### config.mk
export PLATFORM = sky130hd
export DESIGN_NAME = t2mi_packet_validator_unit_flat
export DESIGN_NICKNAME = d
export VERILOG_FILES = /design/src/rtl/t2mi_pkg.sv /design/src/rtl/t2mi_if.sv /design/src/rtl/t2mi_packet_validator_unit.sv /design/src/rtl/t2mi_accum.sv /design/src/flat_wrapper.sv
export SDC_FILE = /design/constraint.sdc
export NUM_CORES = 1
export LEC_CHECK = 0
export ABC_AREA = 0
export BUFFER_PORTS_ARGS = -buffer_cell sky130_fd_sc_hd__buf_2
export CAP_MARGIN = 10
export CORE_MARGIN = 2
export CORE_UTILIZATION = 53
export CTS_BUF_LIST = sky130_fd_sc_hd__clkbuf_2 sky130_fd_sc_hd__clkbuf_4 sky130_fd_sc_hd__clkbuf_8
export DETAILED_ROUTE_END_ITERATION = 12
export PLACE_DENSITY = 0.85
export SYNTH_ARGS = -nofsm -noshare
export SYNTH_HDL_FRONTEND = slang
export SYNTH_SLANG_ARGS = --single-unit
### constraint.sdc
create_clock -name clk -period 3.1 [get_ports clk]
set_clock_uncertainty 0.05 [all_clocks]
set_input_delay 0.465 -clock clk [delete_from_list [all_inputs] [get_ports clk]]
set_output_delay 0.465 -clock clk [all_outputs]
set_load 0.01 [all_outputs]
### src/rtl/t2mi_pkg.sv
package t2mi_pkg;

  // Field widths
  localparam int BYTE_W    = 8;
  localparam int COUNT_W   = 14;
  localparam int LENGTH_W  = 16;
  localparam int CRC_W     = 32;
  localparam int FAIL_W    = 2;

  // Expected length needs one bit over the count
  localparam int EXPECT_W  = COUNT_W + 1;

  localparam logic [COUNT_W-1:0] COUNT_MAX = {COUNT_W{1'b1}};
  localparam int TRAILER_BYTES = 4;
  localparam int HEADER_BYTES_DEFAULT = 6;

  // Header bytes that carry the payload bit length, big-endian
  localparam logic [COUNT_W-1:0] LEN_HI_POS = COUNT_W'(4);
  localparam logic [COUNT_W-1:0] LEN_LO_POS = COUNT_W'(5);

  localparam logic [CRC_W-1:0] CRC_POLY = 32'h04C1_1DB7;
  localparam logic [CRC_W-1:0] CRC_INIT = 32'hFFFF_FFFF;

  typedef enum logic [FAIL_W-1:0] {
    FAIL_NONE   = 2'd0,
    FAIL_SHORT  = 2'd1,
    FAIL_LENGTH = 2'd2,
    FAIL_CRC    = 2'd3
  } fail_code_t;

  typedef struct packed {
    logic [BYTE_W-1:0] data_byte;
    logic              last_byte;
  } item_t;

  typedef struct packed {
    logic                packet_ok;
    fail_code_t          fail_code;
    logic [COUNT_W-1:0]  total_bytes;
  } verdict_t;

  // MSB-first CRC-32 update over one byte
  function automatic logic [CRC_W-1:0] crc_feed(input logic [CRC_W-1:0] crc_in,
                                                input logic [BYTE_W-1:0] data);
    logic [CRC_W-1:0] c;
    c = crc_in ^ {data, {(CRC_W-BYTE_W){1'b0}}};
    for (int i = 0; i < BYTE_W; i++) begin
      if (c[CRC_W-1]) begin
        c = {c[CRC_W-2:0], 1'b0} ^ CRC_POLY;
      end else begin
        c = {c[CRC_W-2:0], 1'b0};
      end
    end
    return c;
  endfunction

endpackage

### src/rtl/t2mi_if.sv
interface t2mi_byte_if;
  logic                     valid;
  logic                     ready;
  logic [t2mi_pkg::BYTE_W-1:0] data_byte;
  logic                     last_byte;

  modport source (output valid, output data_byte, output last_byte, input ready);
  modport sink   (input valid, input data_byte, input last_byte, output ready);
endinterface

interface t2mi_verdict_if;
  logic                         valid;
  logic                         ready;
  logic                         packet_ok;
  logic [t2mi_pkg::FAIL_W-1:0]  fail_code;
  logic [t2mi_pkg::COUNT_W-1:0] total_bytes;

  modport source (output valid, output packet_ok, output fail_code, output total_bytes,
                  input ready);
  modport sink   (input valid, input packet_ok, input fail_code, input total_bytes,
                  output ready);
endinterface

### src/rtl/t2mi_packet_validator_unit.sv
// Channel   Modport  Payload                                   Meaning
// bytes     sink     data_byte[7:0], last_byte                 packet bytes, header first
// verdicts  source   packet_ok, fail_code[1:0], total_bytes    one verdict per packet
//
// One byte is taken per cycle unless stalled; a verdict goes via the stage and output registers.
// The byte-wide CRC-32 update between the input and state registers sets the cycle.
// rst is synchronous, active high, and empties both stages and restarts the packet.
// A stalled verdict holds the output register; bytes keep flowing until a second
// final byte would need it, then bytes stall too.
module t2mi_packet_validator_unit #(
  parameter int HEADER_BYTES = t2mi_pkg::HEADER_BYTES_DEFAULT
) (
  input logic              clk,
  input logic              rst,
  t2mi_byte_if.sink        bytes,
  t2mi_verdict_if.source   verdicts
);
  import t2mi_pkg::*;

  logic     stage_valid;
  item_t    stage;
  logic     out_valid;
  verdict_t out_q;
  verdict_t verdict;
  logic     out_free;
  logic     fire;

  // A byte moves on unless it is final and the result register is taken
  assign out_free    = !out_valid || verdicts.ready;
  assign fire        = stage_valid && (!stage.last_byte || out_free);
  assign bytes.ready = !stage_valid || fire;

  // Hold the incoming request
  always_ff @(posedge clk) begin
    if (rst) begin
      stage_valid <= 1'b0;
    end else if (bytes.ready) begin
      stage_valid <= bytes.valid;
    end
  end

  always_ff @(posedge clk) begin
    if (bytes.ready && bytes.valid) begin
      stage.data_byte <= bytes.data_byte;
      stage.last_byte <= bytes.last_byte;
    end
  end

  t2mi_accum #(
    .HEADER_BYTES(HEADER_BYTES)
  ) u_accum (
    .clk     (clk),
    .rst     (rst),
    .fire    (fire),
    .item    (stage),
    .verdict (verdict)
  );

  // Load the verdict register on a final byte; drop it once taken
  always_ff @(posedge clk) begin
    if (rst) begin
      out_valid <= 1'b0;
    end else if (fire && stage.last_byte) begin
      out_valid <= 1'b1;
    end else if (verdicts.ready) begin
      out_valid <= 1'b0;
    end
  end

  always_ff @(posedge clk) begin
    if (fire && stage.last_byte) begin
      out_q <= verdict;
    end
  end

  assign verdicts.valid       = out_valid;
  assign verdicts.packet_ok   = out_q.packet_ok;
  assign verdicts.fail_code   = out_q.fail_code;
  assign verdicts.total_bytes = out_q.total_bytes;

`ifndef SYNTHESIS
  a_ok_matches_code: assert property (@(posedge clk) disable iff (rst)
    out_valid |-> out_q.packet_ok == (out_q.fail_code == FAIL_NONE))
    else $error("packet_ok disagrees with fail_code");

  a_nonempty: assert property (@(posedge clk) disable iff (rst)
    out_valid |-> out_q.total_bytes != '0)
    else $error("verdict for an empty packet");

  a_stage_hold: assert property (@(posedge clk) disable iff (rst)
    stage_valid && !fire |=> stage_valid && $stable(stage))
    else $error("stalled byte lost");

  a_short_count: assert property (@(posedge clk) disable iff (rst)
    out_valid && out_q.fail_code == FAIL_SHORT |-> out_q.total_bytes < COUNT_W'(HEADER_BYTES))
    else $error("short verdict on a full header");
`endif

endmodule

### src/rtl/t2mi_accum.sv
module t2mi_accum #(
  parameter int HEADER_BYTES = t2mi_pkg::HEADER_BYTES_DEFAULT
) (
  input  logic               clk,
  input  logic               rst,
  input  logic               fire,
  input  t2mi_pkg::item_t    item,
  output t2mi_pkg::verdict_t verdict
);
  import t2mi_pkg::*;

  logic [CRC_W-1:0]    crc;
  logic [COUNT_W-1:0]  count;
  logic [LENGTH_W-1:0] length;

  logic [CRC_W-1:0]    crc_next;
  logic [COUNT_W-1:0]  count_next;
  logic [LENGTH_W-1:0] length_next;
  logic [COUNT_W-1:0]  ceil_bytes;
  logic [EXPECT_W-1:0] expected;

  // Fold the request into the running packet state
  always_comb begin
    crc_next    = crc_feed(crc, item.data_byte);
    count_next  = (count == COUNT_MAX) ? count : count + COUNT_W'(1);
    length_next = length;
    if (count == LEN_HI_POS) begin
      length_next = {item.data_byte, length[BYTE_W-1:0]};
    end else if (count == LEN_LO_POS) begin
      length_next = {length[LENGTH_W-1:BYTE_W], item.data_byte};
    end
  end

  // Judge the packet on its final byte: short, then length, then CRC
  always_comb begin
    logic [LENGTH_W:0] rounded;
    rounded    = {1'b0, length_next} + (LENGTH_W+1)'(7);
    ceil_bytes = rounded[LENGTH_W:3];
    expected   = EXPECT_W'(HEADER_BYTES + TRAILER_BYTES) + EXPECT_W'(ceil_bytes);
    if (count_next < COUNT_W'(HEADER_BYTES)) begin
      verdict.fail_code = FAIL_SHORT;
    end else if ({1'b0, count_next} != expected) begin
      verdict.fail_code = FAIL_LENGTH;
    end else if (crc_next != '0) begin
      verdict.fail_code = FAIL_CRC;
    end else begin
      verdict.fail_code = FAIL_NONE;
    end
    verdict.packet_ok   = (verdict.fail_code == FAIL_NONE);
    verdict.total_bytes = count_next;
  end

  // Advance on each request; restart after the final byte
  always_ff @(posedge clk) begin
    if (rst) begin
      crc    <= CRC_INIT;
      count  <= '0;
      length <= '0;
    end else if (fire) begin
      if (item.last_byte) begin
        crc    <= CRC_INIT;
        count  <= '0;
        length <= '0;
      end else begin
        crc    <= crc_next;
        count  <= count_next;
        length <= length_next;
      end
    end
  end

`ifndef SYNTHESIS
  a_restart: assert property (@(posedge clk) disable iff (rst)
    fire && item.last_byte |=> count == '0 && crc == CRC_INIT && length == '0)
    else $error("state not cleared after final byte");

  a_count_step: assert property (@(posedge clk) disable iff (rst)
    fire && !item.last_byte && count != COUNT_MAX |=> count == $past(count) + COUNT_W'(1))
    else $error("byte count did not advance");

  a_count_hold: assert property (@(posedge clk) disable iff (rst)
    fire && !item.last_byte && count == COUNT_MAX |=> count == COUNT_MAX)
    else $error("saturated byte count moved");
`endif

endmodule
### src/flat_wrapper.sv
// flat-port wrapper written by rule: the top's interface ports become plain ports
module t2mi_packet_validator_unit_flat import t2mi_pkg::*;
#(
  parameter int HEADER_BYTES = t2mi_pkg::HEADER_BYTES_DEFAULT
)
  (clk, rst, bytes_valid, bytes_data_byte, bytes_last_byte, bytes_ready, verdicts_valid, verdicts_packet_ok, verdicts_fail_code, verdicts_total_bytes, verdicts_ready);
  t2mi_byte_if bytes_i ();
  t2mi_verdict_if verdicts_i ();
  input logic clk;
  input logic rst;
  input wire logic [$bits(bytes_i.valid)-1:0] bytes_valid;
  input wire logic [$bits(bytes_i.data_byte)-1:0] bytes_data_byte;
  input wire logic [$bits(bytes_i.last_byte)-1:0] bytes_last_byte;
  output wire logic [$bits(bytes_i.ready)-1:0] bytes_ready;
  output wire logic [$bits(verdicts_i.valid)-1:0] verdicts_valid;
  output wire logic [$bits(verdicts_i.packet_ok)-1:0] verdicts_packet_ok;
  output wire logic [$bits(verdicts_i.fail_code)-1:0] verdicts_fail_code;
  output wire logic [$bits(verdicts_i.total_bytes)-1:0] verdicts_total_bytes;
  input wire logic [$bits(verdicts_i.ready)-1:0] verdicts_ready;
  assign bytes_i.valid = bytes_valid;
  assign bytes_i.data_byte = bytes_data_byte;
  assign bytes_i.last_byte = bytes_last_byte;
  assign bytes_ready = bytes_i.ready;
  assign verdicts_valid = verdicts_i.valid;
  assign verdicts_packet_ok = verdicts_i.packet_ok;
  assign verdicts_fail_code = verdicts_i.fail_code;
  assign verdicts_total_bytes = verdicts_i.total_bytes;
  assign verdicts_i.ready = verdicts_ready;
  t2mi_packet_validator_unit #(.HEADER_BYTES(HEADER_BYTES)) u_core (.clk(clk), .rst(rst), .bytes(bytes_i), .verdicts(verdicts_i));
endmodule
==> results.md <==
* Status: finished with violations
* Failing checks: setup timing
* Synth top cells by count: nand2_1, dfxtp_1, xnor2_1, nor2_1, o211ai_1
* Post-synthesis sequential area ratio at 36.1%
* Crit path max-delay family: compound AO/OA/AOI/OAI gates
* Inserted Clock Buffers at 9
* Die area at between 10000 and 15000 um2
* Largest net degree at the start of global routing at 71
* WL met1 at slightly above 6000 um
* Via count at about 5300
* Worst setup EP type: flop
* Post-DP Area at approximately 6400 um2
* Top-area cell type share of the netlist area at between 20% and 30%
* Met2 Routed Length at 8190 um
* Rows at 37
* H-tree depth at 3
* First-pass GRT wire length at around 26000 um
* GRT Residual Overflow at 0
* Global Route Usage Sum at between 20% and 30%
* Top_reg_cell synth: dfxtp_1
* Period utilisation layout at 104%
* Yosys reg bits at 90
* Final worst setup slack at -0.128 ns
* RSZ-0062 raised after global routing: yes
* Final instance area at just under 7000 um2
* Adder-Cell Fraction of Synth Area at under 10%
* Critical Path, Cell by Cell: inv_4 > ha_4 > nor4b_4 > and4_1 > buf_6 > mux2_4 > a311o_1 > a32o_2 > a2111oi_4 > o221ai_2 > o21ba_1
* Met3 routed WL at around 1100 um
* Ant. Diodes at 0
* Number of flops mapped to enable cells by yosys at 26
* Worst Path Required at about 3.2 ns
* Worst path slowest cell: dfxtp_4
* CTS Sinks at 90
* Max-cap violations at 0
* YS warnings at 0
* Layout cells sized above 1 at between 20% and 30%
* Worst slew margin at around 43%
* Simple-gate area share of the yosys netlist at 21.7%
* Gpl congestion at about 1
* Vias/cell at 6.24
* R2R setup slack at -0.13 ns
* Final Max Tran Viols at 0
* IO Pins at 32
* Hold EP: u_core.stage[4]
* CTS tree: built
* Min-Delay Startpoint: bytes_data_byte[3]
* Post-route setup TNS at -0.254 ns
* Clock Latency Late Sink at roughly 0.4 ns
* Worst Setup Start Kind: flop
* Vias in the first global route at around 5200
* Fmax at between 300 and 400 MHz
* Critical path peak fanout at 6
* Largest family of logic cells by synthesized area: simple AND/OR/NAND/NOR gates
* WL per Instance at 19.2 um
* Post-synth top area cell: dfxtp_1
* Detailed Route WL at around 16000 um
* Worst Tran Pin Value at 0.858 ns
* Leak at 0.00275 uW
* Post-DP HPWL at roughly 11000 um
* Floorplan core area at around 10000 um2
* Starting DRT DRC Count at 455
* Area Growth Syn to Fin at 21.9%
* Avg Inst Size Synth at ~9.0 um2
* Reg-to-reg endpoint: u_core.verdicts.fail_code[1]
* Mux cell area share after synthesis at under 10%
* Top cells by area, synth: dfxtp_1, edfxtp_1, xnor2_1, nand2_1, o211ai_1
* Post-place setup slack at -0.211 ns
* Post-Syn Area at approximately 5700 um2
* Endpoint arrival time on the critical path at between 3 and 4 ns
* Net Count, Synth at 650
* Top sig layer: met4
* Worst r2r path cells at 11
* Number of buffers added on ports at 31
* Count leader, synth: nand2_1
* Tot Pwr at between 2000 and 3000 uW
* Final cell utilization of the core at roughly two thirds
* Crit path time final at between 3 and 4 ns
* Max rail drop VDD at approximately 370 uV
* Hold_buf cts at 0
* Post-layout net count at between 700 and 800
* Post-synth ARST share at 0%
* Hold crit path type: in -> reg
* Distinct cell type count after synthesis at 70
* PwrDens at 429 nW/um2
* Chip width at between 100 and 150 um
* CTS max path bufs at 2
* Worst-path clk slew at about 0.11 ns
* Critical Path Max Stage Delay at 0.40 ns
* Die Y at 108 um
* Drt drc at 0
* Setup violators final at 3
* Antenna viol nets, final at 0
* Worst path depth at 11
* Initial antenna violation count at 0
* Cells after synthesis at between 600 and 700
* Crit Path Class: reg -> reg
* Xor and xnor area share after synthesis at 16.1%
* Final hold viol count at 0
* WP buf/inv at 2
* CTS Root Cell: clkbuf_8
* R2r startpoint: u_core.u_accum.count[0]
* 1st-pass router iterations at 6
* Hold path depth at 1
* Compound-gate portion of the synthesized area at about 15%
* Initial Utilization at a little under three fifths
per-stage QoR:
step                cells  hold slack (ns)
floorplan             632            0.395
global placement      832            0.423
detailed placement    832            0.428
CTS                   854            0.185
global route          856            0.175
finish                856            0.198
sequential cells by signal, summed over array words and instances (netlist names):
| name | cells |
|---|---|
| u_core.verdicts.packet_ok | 1 |
| u_core.stage | 9 |
| u_core.verdicts.fail_code | 2 |
| u_core.u_accum.length | 16 |
| u_core.u_accum.count | 14 |
| u_core.stage_valid | 1 |
| u_core.u_accum.crc | 32 |
| u_core.verdicts.total_bytes | 14 |
| u_core.verdicts.valid | 1 |
cells by family (layout without fill, tap and decap cells):
family,count (synthesis),after routing
AOI/OAI and AO/OA,122,122
xor gates and xnor gates,90,90
adders and majority gates,5,5
buffers and inverters,52,140
DFF,90,90
muxes,30,30
and+or+nand+nor,243,243
metal layers:
| metal | up-vias | track usage, % |
|---|---|---|
| met5 | - | 0 |
| met4 | 0 | 17.2 |
| met3 | 86 | 4.84 |
| met2 | 283 | 49.8 |
| met1 | 2537 | 32.9 |
| li1 | 2436 | - |
area by class of cell:
type | count | area [um2]
sequential | 90 | 2070
inverter | 10 | 42.5
multi-input combinational | 490 | 3680
tap | 136 | 170
clock inverter | 7 | 62.6
fill | 780 | 3420
clock buffer | 9 | 124
timing repair buffer | 114 | 802
cell usage in the layout, fill, tap and decap left out, types with 12 or more instances in the layout:
cell | netlist | layout
o211ai_1 | 27 | 27
dfxtp_1 | 64 | 59
buf_4 | 2 | 79
nor2_1 | 50 | 49
nand3_1 | 19 | 19
edfxtp_1 | 26 | 26
a21oi_1 | 19 | 19
o21ai_0 | 12 | 12
nor3_1 | 14 | 12
xor2_1 | 20 | 18
xnor2_1 | 59 | 54
nand2_1 | 78 | 77
mux2i_1 | 18 | 14
buf_2 | 17 | 31
a22oi_1 | 25 | 25
worst reg2reg max path: stages (launching register included):
cell       delay (ns)
dfxtp_4          0.40
inv_4            0.05
ha_4             0.16
nor4b_4          0.19
and4_1           0.23
buf_6            0.14
mux2_4           0.32
a311o_1          0.34
a32o_2           0.33
a2111oi_4        0.39
o221ai_2         0.17
o21ba_1          0.21
worst max-delay path by stage:
stage                                         endpoint                    start  slack (ns)
final                     u_core.verdicts.fail_code[1]  u_core.u_accum.count[0]       -0.13
after global routing      u_core.verdicts.fail_code[1]  u_core.u_accum.count[3]       -0.25
after CTS                 u_core.verdicts.fail_code[1]  u_core.u_accum.count[0]       -0.03
after detailed placement  u_core.verdicts.fail_code[1]  u_core.u_accum.count[0]       -0.21
after global placement    u_core.verdicts.fail_code[1]  u_core.u_accum.count[7]       -0.05
after floorplan           u_core.verdicts.fail_code[1]  u_core.u_accum.count[0]       -0.05
repair_timing:
action,CTS,global route
endpoints found under the setup margin,3,3
gates resized for setup,35,16
pin swaps,12,11
buffers inserted,6,2
report_power, final:
part / internal [uW] / total (uW) / switching, uW
combinational: 377 / 861 / 484
sequential: 1260 / 1310 / 52.7
clock: 308 / 809 / 501
total: 1940 / 2980 / 1040
Power figures use the tool's default switching activity.
